**src/sv/ffx_pkg.sv**
```systemverilog
// ----------------------------------------------------------------------------
// ffx_pkg: shared types, constants and decode helpers
// Character codes, scan phases, the per-item result bundle and the
// percent-decoding steps used by the field extractor.
// ----------------------------------------------------------------------------
package ffx_pkg;

  // Character codes
  localparam logic [7:0] CH_PCT   = 8'h25;  // '%'
  localparam logic [7:0] CH_PLUS  = 8'h2B;  // '+'
  localparam logic [7:0] CH_AMP   = 8'h26;  // '&'
  localparam logic [7:0] CH_EQ    = 8'h3D;  // '='
  localparam logic [7:0] CH_SPACE = 8'h20;  // ' '
  localparam logic [7:0] CH_0     = 8'h30;
  localparam logic [7:0] CH_9     = 8'h39;
  localparam logic [7:0] CH_LA    = 8'h61;
  localparam logic [7:0] CH_LF    = 8'h66;
  localparam logic [7:0] CH_UA    = 8'h41;
  localparam logic [7:0] CH_UF    = 8'h46;
  localparam logic [7:0] HEX_ALPHA_BASE = 8'd10;

  // Key length clamp
  localparam int KEY_MAX_CHARS = 8;

  // Result queue depth between scanner and output serializer
  localparam int QUEUE_DEPTH_DEF = 4;

  // Configuration register indexes
  localparam logic [1:0] CFG_KEY_TEXT    = 2'd0;
  localparam logic [1:0] CFG_KEY_LENGTH  = 2'd1;
  localparam logic [1:0] CFG_VALUE_LIMIT = 2'd2;

  // Reset values of the configuration registers
  localparam logic [63:0] KEY_TEXT_RST    = 64'd1684632435;
  localparam logic [3:0]  KEY_LENGTH_RST  = 4'd4;
  localparam logic [7:0]  VALUE_LIMIT_RST = 8'd32;

  // Scan phases
  typedef enum logic [1:0] {
    PH_MATCH,
    PH_SKIP,
    PH_VALUE,
    PH_DONE
  } phase_t;

  // Results caused by one body item: up to three value bytes, then
  // an optional done item
  typedef struct packed {
    logic [1:0]      n_vals;
    logic [2:0][7:0] vals;
    logic            done;
    logic            found;
  } bundle_t;

  // Escape decoder state plus the results gathered so far
  typedef struct packed {
    logic [1:0] pcnt;   // 0 none, 1 '%', 2 '%' and one character
    logic [7:0] hold;   // held character when pcnt is 2
    bundle_t    bun;
  } dec_t;

  typedef struct packed {
    logic       ok;
    logic [3:0] val;
  } hex_t;

  function automatic hex_t hex_digit(logic [7:0] c);
    hex_t   r;
    logic [7:0] t;
    r = '0;
    t = '0;
    if (c >= CH_0 && c <= CH_9) begin
      t = c - CH_0;
      r.ok = 1'b1;
    end else if (c >= CH_LA && c <= CH_LF) begin
      t = c - CH_LA + HEX_ALPHA_BASE;
      r.ok = 1'b1;
    end else if (c >= CH_UA && c <= CH_UF) begin
      t = c - CH_UA + HEX_ALPHA_BASE;
      r.ok = 1'b1;
    end
    r.val = t[3:0];
    return r;
  endfunction

  function automatic dec_t push_byte(dec_t d, logic [7:0] c);
    dec_t r;
    r = d;
    if (d.bun.n_vals != 2'd3) begin
      r.bun.vals[d.bun.n_vals] = c;
      r.bun.n_vals = d.bun.n_vals + 2'd1;
    end
    return r;
  endfunction

  // One character while fewer than two are held
  function automatic dec_t feed_low(dec_t d, logic [7:0] c);
    dec_t r;
    r = d;
    if (d.pcnt == 2'd0) begin
      if (c == CH_PCT) begin
        r.pcnt = 2'd1;
      end else if (c == CH_PLUS) begin
        r = push_byte(r, CH_SPACE);
      end else begin
        r = push_byte(r, c);
      end
    end else begin
      r.hold = c;
      r.pcnt = 2'd2;
    end
    return r;
  endfunction

  function automatic dec_t feed(dec_t d, logic [7:0] c);
    dec_t       r;
    hex_t       hv;
    hex_t       lv;
    logic [7:0] h;
    r  = d;
    h  = d.hold;
    hv = hex_digit(h);
    lv = hex_digit(c);
    if (d.pcnt != 2'd2) begin
      r = feed_low(d, c);
    end else if (hv.ok && lv.ok) begin
      r = push_byte(r, {hv.val, lv.val});
      r.pcnt = 2'd0;
      r.hold = '0;
    end else begin
      // bad escape: literal '%', then re-run the held character and this char
      r = push_byte(r, CH_PCT);
      r.pcnt = 2'd0;
      r.hold = '0;
      r = feed_low(r, h);
      r = feed_low(r, c);
    end
    return r;
  endfunction

  // Value end: resolve a held escape
  function automatic dec_t flush(dec_t d);
    dec_t r;
    r = d;
    if (d.pcnt == 2'd2) begin
      r = push_byte(r, CH_PCT);
      r.pcnt = 2'd0;
      r = feed_low(r, d.hold);
    end
    if (r.pcnt == 2'd1) begin
      r = push_byte(r, CH_PCT);
    end
    r.pcnt = 2'd0;
    r.hold = '0;
    return r;
  endfunction

endpackage

```
**src/sv/ffx_front.sv**
```systemverilog
// ----------------------------------------------------------------------------
// ffx_front: body scanner and value decoder
// Holds the configuration, matches the key, percent-decodes the value and
// hands a result bundle to the queue for each body item that yields results.
// ----------------------------------------------------------------------------
module ffx_front
  import ffx_pkg::*;
(
  input  logic        clk,
  input  logic        rst_n,
  // configuration
  input  logic        cfg_wr_en,
  input  logic [1:0]  cfg_index,
  input  logic [63:0] cfg_data,
  // body items
  input  logic        in_valid,
  output logic        in_stall,
  input  logic [7:0]  in_body_byte,
  input  logic        in_body_end,
  // queue side
  input  logic        q_full,
  output logic        q_push,
  output bundle_t     q_data
);

  logic [63:0] key_text_r;
  logic [3:0]  key_length_r;
  logic [7:0]  value_limit_r;

  phase_t      phase_r,  phase_nxt;
  logic [3:0]  kmc_r,    kmc_nxt;
  logic [1:0]  pcnt_r,   pcnt_nxt;
  logic [7:0]  hold_r,   hold_nxt;
  logic [7:0]  taken_r,  taken_nxt;
  logic        found_r,  found_nxt;

  logic        accept;
  logic [3:0]  klen;
  logic        key_done;
  logic [7:0]  key_char;
  logic        hit_eq;
  logic        found_now;

  dec_t        vd;
  dec_t        vd_out;
  logic [7:0]  taken_v;
  logic        val_end;
  bundle_t     bun;

  // Configuration writes
  always_ff @(posedge clk) begin
    if (!rst_n) begin
      key_text_r    <= KEY_TEXT_RST;
      key_length_r  <= KEY_LENGTH_RST;
      value_limit_r <= VALUE_LIMIT_RST;
    end else if (cfg_wr_en) begin
      case (cfg_index)
        CFG_KEY_TEXT:    key_text_r    <= cfg_data;
        CFG_KEY_LENGTH:  key_length_r  <= cfg_data[3:0];
        CFG_VALUE_LIMIT: value_limit_r <= cfg_data[7:0];
        default: ;
      endcase
    end
  end

  // Handshake
  assign in_stall = q_full;
  assign accept   = in_valid && !q_full;

  // Key match helpers
  assign klen      = (key_length_r > 4'(KEY_MAX_CHARS)) ? 4'(KEY_MAX_CHARS) : key_length_r;
  assign key_done  = (kmc_r >= klen);
  assign key_char  = key_text_r[{kmc_r[2:0], 3'b000} +: 8];
  assign hit_eq    = (phase_r == PH_MATCH) && key_done && (in_body_byte == CH_EQ);
  assign found_now = found_r || hit_eq;

  // Value path decode
  always_comb begin
    vd        = '0;
    vd.pcnt   = pcnt_r;
    vd.hold   = hold_r;
    taken_v   = taken_r;
    val_end   = 1'b0;
    if (in_body_byte == CH_AMP) begin
      vd      = flush(vd);
      val_end = 1'b1;
    end else if (taken_r < value_limit_r) begin
      vd      = feed(vd, in_body_byte);
      taken_v = taken_r + 8'd1;
      if (taken_v >= value_limit_r) begin
        vd      = flush(vd);
        val_end = 1'b1;
      end
    end else begin
      vd      = flush(vd);
      val_end = 1'b1;
    end
    // body end while still in the value
    vd_out = (in_body_end && !val_end) ? flush(vd) : vd;
  end

  // Next state
  always_comb begin
    phase_nxt = phase_r;
    kmc_nxt   = kmc_r;
    pcnt_nxt  = pcnt_r;
    hold_nxt  = hold_r;
    taken_nxt = taken_r;
    found_nxt = found_r;
    unique case (phase_r)
      PH_MATCH: begin
        if (key_done) begin
          if (in_body_byte == CH_EQ) begin
            found_nxt = 1'b1;
            taken_nxt = '0;
            phase_nxt = (value_limit_r == '0) ? PH_DONE : PH_VALUE;
          end else if (in_body_byte == CH_AMP) begin
            kmc_nxt = '0;
          end else begin
            phase_nxt = PH_SKIP;
          end
        end else if (in_body_byte == key_char) begin
          kmc_nxt = kmc_r + 4'd1;
        end else if (in_body_byte == CH_AMP) begin
          kmc_nxt = '0;
        end else begin
          phase_nxt = PH_SKIP;
        end
      end
      PH_SKIP: begin
        if (in_body_byte == CH_AMP) begin
          phase_nxt = PH_MATCH;
          kmc_nxt   = '0;
        end
      end
      PH_VALUE: begin
        pcnt_nxt  = vd.pcnt;
        hold_nxt  = vd.hold;
        taken_nxt = taken_v;
        if (val_end) begin
          phase_nxt = PH_DONE;
        end
      end
      PH_DONE: begin
        phase_nxt = PH_DONE;
      end
      default: phase_nxt = phase_r;
    endcase
    // body end starts a new body
    if (in_body_end) begin
      phase_nxt = PH_MATCH;
      kmc_nxt   = '0;
      pcnt_nxt  = '0;
      hold_nxt  = '0;
      taken_nxt = '0;
      found_nxt = 1'b0;
    end
  end

  // Result bundle for this item
  always_comb begin
    bun = '0;
    if (phase_r == PH_VALUE) begin
      bun = vd_out.bun;
    end
    bun.done  = in_body_end;
    bun.found = in_body_end && found_now;
  end

  assign q_data = bun;
  assign q_push = accept && ((bun.n_vals != 2'd0) || bun.done);

  // Scanner state
  always_ff @(posedge clk) begin
    if (!rst_n) begin
      phase_r <= PH_MATCH;
      kmc_r   <= '0;
      pcnt_r  <= '0;
      hold_r  <= '0;
      taken_r <= '0;
      found_r <= 1'b0;
    end else if (accept) begin
      phase_r <= phase_nxt;
      kmc_r   <= kmc_nxt;
      pcnt_r  <= pcnt_nxt;
      hold_r  <= hold_nxt;
      taken_r <= taken_nxt;
      found_r <= found_nxt;
    end
  end

endmodule

```
**src/sv/ffx_queue.sv**
```systemverilog
// ----------------------------------------------------------------------------
// ffx_queue: result bundle queue
// Small FIFO of result bundles between the scanner and the serializer.
// ----------------------------------------------------------------------------
module ffx_queue
  import ffx_pkg::*;
#(
  parameter int DEPTH = QUEUE_DEPTH_DEF
) (
  input  logic    clk,
  input  logic    rst_n,
  input  logic    push,
  input  bundle_t push_data,
  output logic    full,
  input  logic    pop,
  output bundle_t pop_data,
  output logic    empty
);

  localparam int AW = (DEPTH > 1) ? $clog2(DEPTH) : 1;
  localparam int CW = $clog2(DEPTH + 1);

  bundle_t         mem_r [DEPTH];
  logic [AW-1:0]   head_r, head_nxt;
  logic [AW-1:0]   tail_r, tail_nxt;
  logic [CW-1:0]   cnt_r,  cnt_nxt;
  logic            do_push;
  logic            do_pop;

  assign full     = (cnt_r == CW'(DEPTH));
  assign empty    = (cnt_r == '0);
  assign do_push  = push && !full;
  assign do_pop   = pop && !empty;
  assign pop_data = mem_r[head_r];

  // Pointer and count update
  always_comb begin
    head_nxt = head_r;
    tail_nxt = tail_r;
    cnt_nxt  = cnt_r;
    if (do_push) begin
      tail_nxt = (tail_r == AW'(DEPTH - 1)) ? '0 : tail_r + AW'(1);
    end
    if (do_pop) begin
      head_nxt = (head_r == AW'(DEPTH - 1)) ? '0 : head_r + AW'(1);
    end
    if (do_push && !do_pop) begin
      cnt_nxt = cnt_r + CW'(1);
    end else if (do_pop && !do_push) begin
      cnt_nxt = cnt_r - CW'(1);
    end
  end

  always_ff @(posedge clk) begin
    if (!rst_n) begin
      head_r <= '0;
      tail_r <= '0;
      cnt_r  <= '0;
    end else begin
      head_r <= head_nxt;
      tail_r <= tail_nxt;
      cnt_r  <= cnt_nxt;
    end
  end

  // Storage
  always_ff @(posedge clk) begin
    if (do_push) begin
      mem_r[tail_r] <= push_data;
    end
  end

endmodule

```
**src/sv/ffx_back.sv**
```systemverilog
// ----------------------------------------------------------------------------
// ffx_back: result serializer
// Takes one bundle at a time from the queue and sends its value bytes and
// done item out one per cycle while out_stall is low.
// ----------------------------------------------------------------------------
module ffx_back
  import ffx_pkg::*;
(
  input  logic       clk,
  input  logic       rst_n,
  // queue side
  input  logic       q_empty,
  input  bundle_t    q_data,
  output logic       q_pop,
  // result items
  output logic       out_valid,
  input  logic       out_stall,
  output logic [7:0] out_value_byte,
  output logic       out_done_res,
  output logic       out_found
);

  bundle_t    cur_r,       cur_nxt;
  logic       cur_valid_r, cur_valid_nxt;
  logic [1:0] idx_r,       idx_nxt;
  logic [2:0] n_items;
  logic       last_item;
  logic       take;
  logic       load;

  // Item bookkeeping
  assign n_items   = {1'b0, cur_r.n_vals} + {2'b00, cur_r.done};
  assign last_item = (({1'b0, idx_r} + 3'd1) == n_items);
  assign take      = cur_valid_r && !out_stall;
  assign load      = !cur_valid_r || (take && last_item);
  assign q_pop     = load && !q_empty;

  always_comb begin
    cur_nxt       = cur_r;
    cur_valid_nxt = cur_valid_r;
    idx_nxt       = idx_r;
    if (load) begin
      cur_nxt       = q_data;
      cur_valid_nxt = !q_empty;
      idx_nxt       = '0;
    end else if (take) begin
      idx_nxt = idx_r + 2'd1;
    end
  end

  always_ff @(posedge clk) begin
    if (!rst_n) begin
      cur_valid_r <= 1'b0;
      idx_r       <= '0;
    end else begin
      cur_valid_r <= cur_valid_nxt;
      idx_r       <= idx_nxt;
    end
  end

  always_ff @(posedge clk) begin
    cur_r <= cur_nxt;
  end

  // Output item select
  assign out_valid = cur_valid_r;

  always_comb begin
    out_value_byte = '0;
    if (idx_r < cur_r.n_vals) begin
      case (idx_r)
        2'd0:    out_value_byte = cur_r.vals[0];
        2'd1:    out_value_byte = cur_r.vals[1];
        2'd2:    out_value_byte = cur_r.vals[2];
        default: out_value_byte = '0;
      endcase
    end
  end

  assign out_done_res = cur_r.done && (idx_r == cur_r.n_vals);
  assign out_found    = out_done_res && cur_r.found;

endmodule

```
**src/sv/form_field_extract_decode.sv**
```systemverilog
// Result path: an accepted item's first result is written into the bundle queue, then
// loaded into the serializer register, from which it is offered when the serializer is idle.
// Throughput: one body item per cycle unless the queue is full; the serializer sends one
// result per cycle unless stalled; the bundle queue absorbs bursts of multi-result items.
// Reset (synchronous, active low): configuration returns to its defaults, the scanner
// goes to field start and the queue and serializer empty.
// ----------------------------------------------------------------------------
// form_field_extract_decode: form field extractor with percent decoding
// Scanner front end, bundle queue and output serializer.
// ----------------------------------------------------------------------------
module form_field_extract_decode
  import ffx_pkg::*;
#(
  parameter int QUEUE_DEPTH = QUEUE_DEPTH_DEF
) (
  input  logic        clk,
  input  logic        rst_n,
  // configuration
  input  logic        cfg_wr_en,
  input  logic [1:0]  cfg_index,
  input  logic [63:0] cfg_data,
  // body items
  input  logic        in_valid,
  output logic        in_stall,
  input  logic [7:0]  in_body_byte,
  input  logic        in_body_end,
  // result items
  output logic        out_valid,
  input  logic        out_stall,
  output logic [7:0]  out_value_byte,
  output logic        out_done_res,
  output logic        out_found
);

  logic    q_full;
  logic    q_push;
  bundle_t q_wdata;
  logic    q_empty;
  logic    q_pop;
  bundle_t q_rdata;

  // Scanner and decoder
  ffx_front u_front (
    .clk          (clk),
    .rst_n        (rst_n),
    .cfg_wr_en    (cfg_wr_en),
    .cfg_index    (cfg_index),
    .cfg_data     (cfg_data),
    .in_valid     (in_valid),
    .in_stall     (in_stall),
    .in_body_byte (in_body_byte),
    .in_body_end  (in_body_end),
    .q_full       (q_full),
    .q_push       (q_push),
    .q_data       (q_wdata)
  );

  // Bundle queue
  ffx_queue #(
    .DEPTH (QUEUE_DEPTH)
  ) u_queue (
    .clk       (clk),
    .rst_n     (rst_n),
    .push      (q_push),
    .push_data (q_wdata),
    .full      (q_full),
    .pop       (q_pop),
    .pop_data  (q_rdata),
    .empty     (q_empty)
  );

  // Output serializer
  ffx_back u_back (
    .clk            (clk),
    .rst_n          (rst_n),
    .q_empty        (q_empty),
    .q_data         (q_rdata),
    .q_pop          (q_pop),
    .out_valid      (out_valid),
    .out_stall      (out_stall),
    .out_value_byte (out_value_byte),
    .out_done_res   (out_done_res),
    .out_found      (out_found)
  );

endmodule
```
**config.mk**
```make
export PLATFORM = sky130hd
export DESIGN_NAME = form_field_extract_decode
export DESIGN_NICKNAME = d
export VERILOG_FILES = /design/src/sv/ffx_pkg.sv /design/src/sv/ffx_front.sv /design/src/sv/ffx_queue.sv /design/src/sv/ffx_back.sv /design/src/sv/form_field_extract_decode.sv
export SDC_FILE = /design/constraint.sdc
export NUM_CORES = 1
export LEC_CHECK = 0
export ABC_AREA = 1
export BUFFER_PORTS_ARGS = -buffer_cell sky130_fd_sc_hd__buf_2
export CAP_MARGIN = 15
export CORE_MARGIN = 1
export CORE_UTILIZATION = 35
export DETAILED_ROUTE_END_ITERATION = 10
export PLACE_DENSITY = 0.52
export SYNTH_ARGS = -nofsm -noshare
export SYNTH_HDL_FRONTEND = slang
export SYNTH_HIERARCHICAL = 1
export SYNTH_SLANG_ARGS = --single-unit
```
**constraint.sdc**
```tcl
create_clock -name clk -period 7.67 [get_ports clk]
set_input_delay 1.534 -clock clk [delete_from_list [all_inputs] [get_ports clk]]
set_output_delay 1.534 -clock clk [all_outputs]
set_load 0.02 [all_outputs]
```
=== Word-level counts from Yosys, hierarchy flattened ===
Memory sizes are Yosys's and may differ from the RTL's. A register that Yosys moved wholly into a read port is not among the register bits.
Index checks and enable logic that the tools add are counted.

* Flip-flop bits (word level): 111
* RAM bits: 112
* Output and inout bits: 12
* Memories kept: 1

{| class="wikitable"
|+ Memory list
! memory !! words !! bits a word !! rd ports !! clocked after memory_dff !! write ports !! RTL line !! text
|-
| u_queue.mem_r || 4 || 28 || 1 || 1 || 1 || ffx_queue.sv:23 || <nowiki>bundle_t mem_r [DEPTH];</nowiki>
|}

* $add $sub $neg: 31
* Order comparisons: 41
* Equality and inequality tests: 51
* Shifts and indexed selects: 1
* Mux-type cells: 178
* Bitwise gates (word level): 37
* Reductions and logical operators: 68

{| class="wikitable"
|+ Operators by type and width
! operator !! number
|-
| two-way mux 38 bit || 21
|-
| two-way mux 26 bit || 23
|-
| two-way mux 28 bit || 19
|-
| two-way mux 8 bit || 28
|-
| demux 8 bit (select 2 bit) || 12
|-
| bitwise mux 24 bit || 6
|-
| inverter 21 bit || 6
|-
| bitwise AND 15 bit || 6
|-
| inverter 15 bit || 6
|-
| == test 8 x 6 -> 1 bit, second input constant || 10
|-
| indexed part select 64 x 7 -> 8 bit || 1
|-
| bitwise AND 21 bit || 3
|-
| bitwise AND 7 x 21 -> 21 bit || 3
|-
| OR 9 bit || 6
|-
| two-way mux 4 bit || 12
|-
| two-way mux 2 bit || 21
|-
| < comparator 2 x 3 -> 1 bit, second input constant || 12
|-
| two-way mux 36 bit || 1
|-
| logical AND 1 bit || 34
|-
| >= comparator 8 x 7 -> 1 bit, second input constant || 4
|-
| <= comparator 8 x 7 -> 1 bit, second input constant || 4
|-
| adder 2 x 1 -> 2 bit, second input constant || 15
|-
| two-way mux 10 bit || 3
|-
| two-way mux 27 bit || 1
|-
| other kinds (48) || 150
|}

=== Longest topological paths before layout ===
Gate-level depths: netlist (run 1).

* Depth in word-level cells: 110
* Depth in mapped cells: 36
* Gate-level depth less buffers: 35

=== Modules after synthesis ===
The synthesis (run 1) kept the hierarchy.

{| class="wikitable"
|+ By module, submodules not included
! module !! instances !! cells an instance !! area an instance (um2)
|-
| ffx_front || 1 || 1215 || 7526.0
|-
| ffx_queue || 1 || 343 || 4650.7
|-
| ffx_back || 1 || 113 || 1341.3
|}

=== Worst setup path after synthesis (run 1) ===
OpenSTA, ideal clock, no wires.

* Path kind: input to register
* From: input in_body_byte[1]
* To: memory u_queue/mem_r[0][0] in the netlist's numbering, enable pin
* Arrival time: 4.965 ns
* Data required time: 7.257 ns
* Setup slack: 2.292 ns
* Cell stages on the path: 20
* Buffers on the path: 0
* Path through: inv_1 -> ha_1 -> inv_1 -> nor3_4 -> nand2_1 -> a21oi_4 -> inv_2 -> nand2_1 -> nand2_2 -> nand2_2 -> nand3_4 -> nand2_4 -> nand2_1 -> nand3_1 -> nand2_1 -> nand2_1 -> nand2_1 -> a21oi_1 -> nand2_1 -> nor2_1

* Longest elaborated chain between the ends: 51

{| class="wikitable"
|+ RTL lines
! item !! RTL line !! text
|-
| start: declaration || form_field_extract_decode.sv:25 || <nowiki>input logic [7:0] in_body_byte,</nowiki>
|-
| >= comparator 8 x 7 -> 1 bit or <= comparator 8 x 7 -> 1 bit (tied branches) || ffx_pkg.sv:78 || <nowiki>end else if (c >= CH_UA && c <= CH_UF) begin</nowiki>
|-
| logical AND 1 bit || ffx_pkg.sv:78 ||
|-
| two-way mux 1 bit || ffx_pkg.sv:78 ||
|-
| two-way mux 1 bit || ffx_pkg.sv:75 || <nowiki>end else if (c >= CH_LA && c <= CH_LF) begin</nowiki>
|-
| two-way mux 1 bit || ffx_pkg.sv:72 || <nowiki>if (c >= CH_0 && c <= CH_9) begin</nowiki>
|-
| two-way mux 1 bit || ffx_front.sv:87 || <nowiki>end else if (taken_r < value_limit_r) begin</nowiki>
|-
| two-way mux 1 bit || ffx_front.sv:84 || <nowiki>if (in_body_byte == CH_AMP) begin</nowiki>
|-
| logical AND 1 bit || ffx_pkg.sv:126 || <nowiki>end else if (hv.ok && lv.ok) begin</nowiki>
|-
| [36 not listed] || - ||
|-
| two-way mux 28 bit * || ffx_front.sv:163 || <nowiki>if (phase_r == PH_VALUE) begin</nowiki>
|-
| nonzero test 2 bit * || ffx_front.sv:171 || <nowiki>assign q_push = accept && ((bun.n_vals != 2'd0) || bun.done);</nowiki>
|-
| logical OR 1 bit * || ffx_front.sv:171 ||
|-
| logical AND 1 bit * || ffx_front.sv:171 ||
|-
| net q_push || form_field_extract_decode.sv:36 || <nowiki>logic q_push;</nowiki>
|-
| logical AND 1 bit * || ffx_queue.sv:32 || <nowiki>assign do_push = push && !full;</nowiki>
|-
| two-way mux 1 bit * || ffx_queue.sv:68 || <nowiki>if (do_push) begin</nowiki>
|-
| two-way mux 1 bit (not written as such) * || ffx_queue.sv:69 || <nowiki>mem_r[tail_r] <= push_data;</nowiki>
|-
| end: declaration || ffx_queue.sv:23 ||
|}

The timed path passes the listed nets; every way through them passes the cells marked *. The select of a mux whose other input is x is not followed.

=== Worst setup path after layout (run 1) ===
* From: input in_body_byte[0]
* To: register u_queue.cnt_r[2]

* Longest elaborated chain between the ends: 52

{| class="wikitable"
|+ RTL lines
! item !! RTL line !! text
|-
| >= comparator 8 x 7 -> 1 bit or <= comparator 8 x 7 -> 1 bit (tied branches) || ffx_pkg.sv:78 ||
|-
| logical AND 1 bit || ffx_pkg.sv:78 ||
|-
| two-way mux 1 bit || ffx_pkg.sv:78 ||
|-
| two-way mux 1 bit || ffx_pkg.sv:75 ||
|-
| two-way mux 1 bit || ffx_pkg.sv:72 ||
|-
| two-way mux 1 bit || ffx_front.sv:87 ||
|-
| two-way mux 1 bit || ffx_front.sv:84 ||
|-
| logical AND 1 bit || ffx_pkg.sv:126 ||
|-
| [38 not listed] || - ||
|-
| logical OR 1 bit * || ffx_front.sv:171 ||
|-
| logical AND 1 bit * || ffx_front.sv:171 ||
|-
| net q_push || form_field_extract_decode.sv:36 ||
|-
| logical AND 1 bit * || ffx_queue.sv:32 ||
|-
| net u_queue.do_push || ffx_queue.sv:27 || <nowiki>logic do_push;</nowiki>
|-
| zero test 1 bit || ffx_queue.sv:49 || <nowiki>end else if (do_pop && !do_push) begin</nowiki>
|-
| logical AND 1 bit || ffx_queue.sv:49 ||
|-
| nonzero test 2 bit (no line) || - ||
|-
| end signal: assignment || ffx_queue.sv:62 || <nowiki>cnt_r <= cnt_nxt;</nowiki>
|-
| end: declaration || ffx_queue.sv:26 || <nowiki>logic [CW-1:0] cnt_r, cnt_nxt;</nowiki>
|}

Marked as above.
A chain may end at the register's enable or synchronous reset.

==> reports/qor.csv, run 1 <==
metric;value;unit
setup_violations;0;
die-area;39400;um2
grt_use_total;19.8;%
ys.flop_type;edfxtp_1;
post_drt_wl_per_cell;17.1;um
synth-simple-area-share;24.0;%
worst_hold_path_type;register to register;
synth.most_common_cell;nand2_1;
chipWidth;199;um
fmax;191;MHz
cts_sinks;253;
hold_buffers;0;
critPathRequiredTime;8120;ps
area_growth_syn_to_layout;13.4;%
skew;8.23;ps
fin_crit_sh;68.3;%
path_delay_family;simple AND/OR/NAND/NOR gates;
max_cap_viol_count;0;
core_area;37800;um2
htree_levels;1;
netlist_area;13500;um2
gr-total-overflow;0;
routabilityCongestion;0.932;
hold_viol;0;
r2r_start;u_front/taken_r[2];
cts_buffers;28;
clock_path_buffers;3;
leakagePower;6.38;nW
synth_commonest_cells;294 x nand2_1, 267 x nor2_1, 187 x o21ai_0;
fp.dieH;199;um
tns;0;ps
hold_start;u_front/key_text_r[50];
cp_num_buf_inv;6;
power_per_cell_area;272;nW/um2
synth_top_family_by_area;simple AND/OR/NAND/NOR gates;
ios;92;
outcome;finished clean;
syn-instance-count;1671;
yosysSeqAreaShare;47.8;%
ir_worst_vdd;0.188;mV
synth_xor_area_share;1.36;%
crit_arrival;5690;ps
insertion_delay;560;ps
syn-num-nets;1799;
synth_top_area_cell;edfxtp_1;
grt_pass1_vias;11000;
synthMuxAreaShare;0.0740;%
yosysUniqueCellTypes;55;
synth_compound_gate_area_share;15.4;%
drtAntennaViolNets;0;
nNetsFinal;1863;
slew_violations;0;
drive_gt1_share;12.2;%
root_buffer;clkbuf_16;
dr.pass1.iters;5;
fp-row-count;71;
vias_per_cell;5.12;
ys_ff_latch;253;
synth_fa_ha_area_share;4.50;%
grt_pass1_wl;60900;um
slowest_delay;380;ps
worst_slew_pin_slew;1080;ps
vias;11600;
worstSetupStartpointType;input pin;
ys_async_sr_fraction;0;%
drtIter0Drc;873;
routed_wl;38900;um
antenna_found_initial;1;
syn_area_per_cell;8.09;um2
end_kind;register;
cts_tree;done;
cp_slowest_cell;fa_1;
grt_max_degree;88;
netlist_top_cells_area;edfxtp_1 31%, dfxtp_1 17%, nand2_1 8.2%, nor2_1 7.4%, o21ai_0 6.9%;
yosysTopAreaCellShare;31.1;%
hpwl;27700;um
crit_type;input pin to register;
route.detailed.drc;0;
yosysWarnings;6;
cts.repair.resized;0;
clk_pin_slew;60;ps
startpoint;in_body_byte[0];
final_util;40.5;%
rsz0062_at_grt;no;
postCtsSetupRepairBufs;0;
synth_edf_count;140;
path_common_cell;nand2_1;
period_minus_slack;5240;ps
initial_core_util;35.7;%
portBuffers;91;
cp_max_fo;15;
slew_headroom;28.0;%
## worst reg2reg max path, delay by kind of cell, from the launching register on
family | cells | cell delay, ps
simple gates | 15 | 2360
fa+ha+maj | 3 | 830
compound gates | 3 | 570
flops | 1 | 410
buf+inv | 7 | 740
xor+xnor | 1 | 140
## cells in the final DEF, fill, tap and decap left out, drive strengths merged, types with 15 or more instances in the layout
master	n
inv	149
nand4	15
nand2	315
o21ai	207
dfxtp	113
nor3	18
edfxtp	140
nand3	96
o22ai	33
o211ai	15
ha	47
xor2	19
buf	108
a21oi	89
nor2	277
clkbuf	44
## metal layers
metal / global-route usage (%) / vias up / wire length (um)
met4: 6.10 / 0 / 1010
met2: 31.0 / 295 / 17000
met5: 0 / - / 0
li1: - / 5785 / -
met3: 2.22 / 59 / 1820
met1: 28.6 / 5486 / 19000
## sequential cells by signal, indices dropped and copies added, names as in the netlist, named ones only
| signal | count |
|---|---|
| u_queue/mem_r | 112 |
| u_front/key_text_r | 64 |
| u_back/cur_r | 28 |
| u_front/hold_r | 8 |
| u_front/taken_r | 8 |
| u_front/value_limit_r | 8 |
| u_front/key_length_r | 4 |
| u_front/kmc_r | 4 |
| u_queue/cnt_r | 3 |
| u_back/idx_r | 2 |
| u_front/pcnt_r | 2 |
| u_front/phase_r | 2 |
| u_queue/head_r | 2 |
| u_queue/tail_r | 2 |
| u_back/out_valid | 1 |
| u_front/found_r | 1 |
## area by class of cell
type	instances	area, um2
well taps	511	639
clock buffers	44	801
clock inverters	7	111
fillers	3973	22500
flip-flops and latches	253	6470
repair buffers	108	603
multi-input cells	1193	6140
inverters	151	567
diodes	2	5.00
## power by group
part           switching, mW  total [mW]  internal (mW)  leakage, nW
registers              0.104        1.78           1.67         2.24
clock network          0.543        1.33          0.783        0.437
logic                  0.730        1.07          0.342         3.70
## cell families (layout without fill, tap and decap cells)
| logic type | count (synthesis) | count (layout) |
|---|---|---|
| AND/OR/NAND/NOR | 745 | 745 |
| buffers and inverters | 225 | 310 |
| multiplexers | 1 | 1 |
| adder cells (fa/ha/maj) | 48 | 48 |
| AO/OA/AOI/OAI | 378 | 378 |
| other | 0 | 2 |
| flip-flops | 253 | 253 |
| XOR/XNOR | 21 | 21 |
## path summary, 6_finish.rpt
check / to / slack (ps) / cells past startpoint
worst max-delay path: u_queue/cnt_r[2] / 2430 / 33
worst min-delay path: u_front/key_text_r[50] / 450 / 2
worst max register to register: u_queue/cnt_r[2] / 2520 / 29
worst min register to register: u_front/key_text_r[50] / 450 / 2
## stage by stage
stage	cells	instance area, um2	setup WS (ps)	power [mW]	hold WS (ps)
6_report	2269	15300	2430	4.17	448
3_3_place_gp	2215	14400	2050	2.86	437
2_1_floorplan	1671	13500	2290	2.55	424
4_1_cts	2266	15300	2480	4.21	452
3_5_place_dp	2215	14400	1890	2.87	439
5_1_grt	2268	15300	1920	4.44	464
No activity file was read; power rests on OpenSTA's default activity.
==> inputs of run 2 (changes only) <==
--- a/config.mk
+++ b/config.mk
@@ -5,13 +5,13 @@
 export SDC_FILE = /design/constraint.sdc
 export NUM_CORES = 1
 export LEC_CHECK = 0
-export ABC_AREA = 1
+export ABC_AREA = 0
 export BUFFER_PORTS_ARGS = -buffer_cell sky130_fd_sc_hd__buf_2
 export CAP_MARGIN = 15
 export CORE_MARGIN = 1
 export CORE_UTILIZATION = 35
 export DETAILED_ROUTE_END_ITERATION = 10
-export PLACE_DENSITY = 0.52
+export PLACE_DENSITY = 0.54
 export SYNTH_ARGS = -nofsm -noshare
 export SYNTH_HDL_FRONTEND = slang
 export SYNTH_HIERARCHICAL = 1
==> constraint.sdc (replaced) <==
create_clock -name clk -period 4.52 [get_ports clk]
set_input_delay 0.904 -clock clk [delete_from_list [all_inputs] [get_ports clk]]
set_output_delay 0.904 -clock clk [all_outputs]
set_load 0.02 [all_outputs]
==> run 2 against run 1 <==
Compared with the run above:
- synthesized cell count shrank 31%
- critical path type is now register to register
- first-iteration DRC count is 22% lower
- largest cell class unchanged
- global-route usage down 2.1 points
- total power rose by 43%
- register-to-register slack got worse by 2200 ps
- utilization increased by 1.2 points
- via count down 21%
==> reports/qor.csv, run 2 <==
metric;value;unit
sw_frac_of_total;26.6;%
drive_gt1_share;19.2;%
setup_violations;0;
synth_top_area_cell;edfxtp_1;
netlist_area;12500;um2
worstSetupStartpointType;register;
rsz0062_at_grt;no;
insertion_delay;560;ps
period_minus_slack;4220;ps
skew;18.5;ps
layout_top_registers;u_queue/mem_r (112), u_front/key_text_r (64), u_back/cur_r (28);
area_growth_syn_to_layout;16.0;%
outcome;finished clean;
vias_per_cell;5.34;
final_cells;1729;
drtIter0Drc;685;
route.detailed.drc;0;
design_area;14600;um2
syn_area_per_cell;10.9;um2
core_area;34900;um2
clockPowerShare;35.4;%
antenna_found_initial;5;
post_drt_wl_per_cell;18.4;um
worst_slew_pin_slew;1010;ps
hold_depth;2;
synth_commonest_cells;186 x nand2_1, 140 x edfxtp_1, 113 x dfxtp_1;
r2r_cells;18;
critPathRequiredTime;4990;ps
die-area;36600;um2
grt_pass1_vias;9145;
power_per_cell_area;412;nW/um2
portBuffers;91;
gr-total-overflow;0;
syn-instance-count;1156;
placed_area;13700;um2
root_buffer;clkbuf_16;
netlist_top_cells_area;edfxtp_1 34%, dfxtp_1 18%, mux4_2 6.5%, nand2_1 5.6%, ha_1 4.7%;
yosysUniqueCellTypes;76;
tns;0;ps
drtAntennaViolNets;0;
ys_ff_latch;253;
syn-num-nets;1284;
cts_buffers;27;
initial_core_util;36.0;%
largest-register;u_queue/mem_r;
nNetsFinal;1384;
diodes;0;
ys_async_sr_fraction;0;%
clk_pin_slew;60;ps
fin_crit_sh;93.3;%
p_int;4.40;mW
worst_hold_path_type;register to register;
fp.dieH;191;um
leakagePower;5.34;nW
yosysSeqAreaShare;51.5;%
grt_pass1_wl;50500;um
hold_viol;0;
routed_wl;31900;um
grt_use_total;17.8;%
slew_headroom;32.3;%
htree_levels;1;
clock_path_buffers;3;
total_power;5.99;mW
p_comb_share;16.4;%
fp-row-count;68;
yosysTopAreaCellShare;33.5;%
largest_reg_flops;112;
dr.pass1.iters;5;
ir_worst_vdd;0.369;mV
cp_max_fo;5;
ys.flop_type;edfxtp_1;
hpwl;22700;um
p_seq_share;48.2;%
cts_sinks;253;
hold_buffers;0;
layout_commonest_cell;nand2_1;
synth_edf_count;140;
place_inst;1681;
chipWidth;191;um
switchingPower;1.59;mW
fmax;237;MHz
end_kind;register;
synth.most_common_cell;nand2_1;
final_cell_mix;186 x nand2_1, 140 x edfxtp_1, 111 x dfxtp_1;
vias;9235;
ios;92;
crit_type;register to register;
crit_arrival;4690;ps
cts_tree;done;
max_cap_viol_count;0;
routabilityCongestion;0.956;
slew_violations;0;
yosysWarnings;6;
grt_max_degree;65;
run 2: changes by cell type in the layout (fill, tap and decap cells not counted), moves of 27 or more:
cell     before  now
mux2i_1       1   32
o21ai_0     187   35
nor2_1      263   86
buf_4        16   48
nand3_1      91   38
nand2_1     294  186
inv_1       131   38
mux4_2        0   36
o22ai_1      33    6
run 2: cells by family (layout without fill, tap and decap cells):
logic type | count (synthesis) | after routing | synth area share, %
xor+xnor | 24 | 24 | 1.68
flops | 253 | 253 | 51.5
simple gates | 416 | 416 | 15.2
buf+inv | 111 | 229 | 3.89
fa+ha+maj | 48 | 48 | 4.85
mux | 76 | 76 | 10.7
compound gates | 228 | 228 | 12.2
run 2: power by group through the flow:
stage	logic (mW)	clock network, mW	registers (mW)
after floorplan	0.785	0	2.85
after global placement	0.980	0	2.94
after detailed placement	0.992	0	2.95
after CTS	0.996	2.19	2.90
after global routing	1.09	2.28	2.93
final	0.980	2.12	2.89
run 2: what timing repair did:
item | CTS | global route
gates resized for setup | 0 | 7
endpoints found under the setup margin | 0 | 1
buffers inserted | 0 | 1
run 2: worst max-delay path, stage by stage, from the launching register on:
cell and delay [ps]:
dfxtp_1 380, ha_1 210, nand3_2 120, xnor2_2 160, ha_1 300, a21o_1 190
a2111oi_2 340, o21a_1 260, nor3_1 80, xnor2_1 170, a21o_1 210, a31oi_1 230
nor2b_4 210, ha_1 190, inv_1 60, fa_1 370, xor2_1 180, or3_1 310
a21boi_0 160
run 2: path summary, 6_finish.rpt:
| kind | start | endpoint | slack [ps] |
|---|---|---|---|
| worst max-delay path | u_front/taken_r[1] | u_queue/cnt_r[2] | 300 |
| worst min register to register | u_front/key_text_r[34] | u_front/key_text_r[34] | 450 |
| worst max register to register | u_front/taken_r[1] | u_queue/cnt_r[2] | 300 |
| worst min-delay path | u_front/key_text_r[34] | u_front/key_text_r[34] | 450 |
run 2: layout make-up:
type / instances / area, um2
well taps: 455 / 569
repair buffers: 143 / 896
clock inverters: 15 / 140
inverters: 39 / 146
clock buffers: 32 / 704
flip-flops and latches: 253 / 6470
fillers: 3456 / 20300
multi-input cells: 792 / 5630
run 2: layer usage:
layer | routed length [um] | GRT usage (%) | up-vias
met5 | 57 | 0 | -
met4 | 974 | 5.86 | 10
met3 | 1860 | 3.60 | 83
met2 | 14900 | 29.2 | 269
met1 | 14100 | 23.3 | 4427
li1 | - | - | 4446
run 2: per-stage QoR:
step                      util [%]  setup WS, ps  hold WS, ps
after global placement        39.2           224          439
after floorplan                  -           298          433
final                         41.7           302          454
after detailed placement      39.2           159          447
after CTS                     41.6           170          455
after global routing          41.7          15.5          471
==> inputs of run 3 (changes only) <==
--- a/config.mk
+++ b/config.mk
@@ -14,5 +14,4 @@
 export PLACE_DENSITY = 0.54
 export SYNTH_ARGS = -nofsm -noshare
 export SYNTH_HDL_FRONTEND = slang
-export SYNTH_HIERARCHICAL = 1
 export SYNTH_SLANG_ARGS = --single-unit
==> run 3 against run 2 <==
Compared with the run above:
- highest routed layer unchanged
- via count down 4.0%
- sequential share of layout area barely moved
- register-to-register slack better by 110 ps
- clock skew shrank 2.4 ps
- combinational power up 8%
- largest cell class unchanged
- die area fell by 1.8%
- clock power about the same
- total power about the same
- sequential power decreased by 2%
- non-clock buffer count up 11
==> reports/qor.csv, run 3 <==
metric;value;unit
synth_edf_count;140;
place_inst;1656;
route.detailed.drc;0;
design_area;14500;um2
layout_top_registers;u_queue.mem_r (112), u_front.key_text_r (64), u_back.cur_r (28);
yosysSeqAreaShare;52.2;%
fmax;243;MHz
critPathRequiredTime;4990;ps
die-area;36000;um2
worst_hold_path_type;register to register;
slew_violations;0;
placed_area;13600;um2
dr.pass1.iters;4;
ios;92;
grt_pass1_wl;49600;um
nNetsFinal;1360;
drtAntennaViolNets;0;
yosysUniqueCellTypes;88;
fillers;3377;
synth-simple-area-share;15.0;%
final_cells;1708;
synth_top_family_by_area;simple AND/OR/NAND/NOR gates;
tns;0;ps
routabilityCongestion;0.897;
ir_worst_vdd;0.300;mV
yosysTopAreaCellShare;34.1;%
syn-num-nets;1243;
root_buffer;clkbuf_16;
cp_max_fo;7;
fp.dieH;190;um
leakagePower;5.32;nW
htree_levels;1;
clk_pin_slew;60;ps
synth_fa_ha_area_share;5.04;%
cts_buffers;27;
worstSetupStartpointType;register;
routed_wl;31100;um
crit_type;register to register;
grt_use_total;17.6;%
vias_per_cell;5.19;
fin_crit_sh;90.9;%
insertion_delay;550;ps
layout_commonest_cell;nand2_1;
synth_xor_area_share;1.78;%
fin_ws;409;ps
initial_core_util;35.6;%
fp-row-count;68;
slew_headroom;46.8;%
total_power;5.99;mW
netlist_top_cells_area;edfxtp_1 34%, dfxtp_1 18%, mux4_2 8.0%, nand2_1 5.6%, ha_1 4.9%;
power_per_cell_area;414;nW/um2
cts_sinks;251;
regArea;6430;um2
portBuffers;91;
ys_ff_latch;251;
synth_commonest_cells;184 x nand2_1, 140 x edfxtp_1, 111 x dfxtp_1;
post_drt_wl_per_cell;18.2;um
area_growth_syn_to_layout;17.4;%
ys.flop_type;edfxtp_1;
crit_arrival;4590;ps
skew;16.0;ps
synthMuxAreaShare;10.4;%
post-place-ws;55.8;ps
end_kind;register;
netlist_area;12300;um2
synth.most_common_cell;nand2_1;
final_util;41.8;%
setup_violations;0;
largest_reg_flops;112;
final_cell_mix;184 x nand2_1, 140 x edfxtp_1, 109 x dfxtp_1;
synth_compound_gate_area_share;12.5;%
outcome;finished clean;
hold_viol;0;
largest-register;u_queue.mem_r;
multi_input_area;5550;um2
synth_top_area_cell;edfxtp_1;
max_cap_viol_count;0;
gr-total-overflow;0;
grt_max_degree;65;
worst_slew_pin_slew;798;ps
period_minus_slack;4110;ps
hpwl;22400;um
ys_async_sr_fraction;0;%
chipWidth;190;um
vias;8867;
core_area;34600;um2
drive_gt1_share;22.7;%
syn-instance-count;1114;
clock_path_buffers;3;
drtIter0Drc;495;
syn_area_per_cell;11.1;um2
antenna_found_initial;2;
hold_ws;451;ps
rsz0062_at_grt;no;
yosysWarnings;0;
cts_tree;done;
grt_pass1_vias;8928;
## run 3: changes by cell type after synthesis, sizes merged, moves of 5 or more
cell | previous run | this run
a22o | 2 | 8
buf | 20 | 12
inv | 39 | 31
a221oi | 0 | 6
nand3 | 39 | 34
nor3b | 8 | 3
or3 | 10 | 4
mux2 | 0 | 5
a21o | 5 | 10
and3 | 4 | 9
o21ai | 38 | 26
a211oi | 8 | 2
mux2i | 32 | 24
## run 3: worst paths after layout
check                                       startpoint                endpoint  slack, ps  cells past startpoint
worst max register to register       u_front.pcnt_r[0]        u_queue.cnt_r[2]        410                     16
worst min register to register  u_front.key_text_r[23]  u_front.key_text_r[23]        450                      2
worst max-delay path                 u_front.pcnt_r[0]        u_queue.cnt_r[2]        410                     16
worst min-delay path            u_front.key_text_r[23]  u_front.key_text_r[23]        450                      2
## run 3: per-layer routing
| layer | track usage, % | part of all wire (%) |
|---|---|---|
| met1 | 22.8 | 46 |
| met4 | 5.71 | 3.2 |
| met2 | 30.3 | 47 |
| met5 | 0 | 0.042 |
| met3 | 2.27 | 3.7 |
## run 3: area by class of cell
class	instances	area share [%]
Timing Repair Buffer	154	6.51
Sequential cell	251	44.5
Inverter	31	0.805
Clock buffer	41	5.45
Antenna cell	1	0.0173
Clock inverter	9	0.467
Tap cell	455	3.94
Multi-Input combinational cell	766	38.4
## run 3: worst max-delay path, cell delays in order (launching register included)
cell and delay (ps):
dfxtp_1 390, inv_1 110, ha_1 300, nor2b_1 210, buf_4 180, a22o_2 320
nor4_1 440, a21oi_2 170, nor3_1 270, a21oi_1 170, a31oi_4 220, ha_1 200
inv_1 60, fa_1 370, xor2_1 170, or3_1 300, a21oi_1 140
## run 3: cell families (layout without fill, tap and decap cells)
group / count (synthesis) / count (layout)
simple gates: 401 / 401
compound gates: 218 / 218
xor+xnor: 25 / 25
fa+ha+maj: 49 / 49
other cells: 0 / 1
buf+inv: 97 / 235
flops: 251 / 251
mux: 73 / 73
## run 3: power breakdown
part	total (mW)	switching [mW]	internal (mW)
logic	1.06	0.586	0.472
clock network	2.11	0.900	1.21
registers	2.82	0.129	2.69
## run 3: what timing repair did
item                       in CTS  in global routing
hold buffers                    0                  0
resized for setup               0                  4
setup endpoints to repair       0                  1
setup buffers                   0                  1
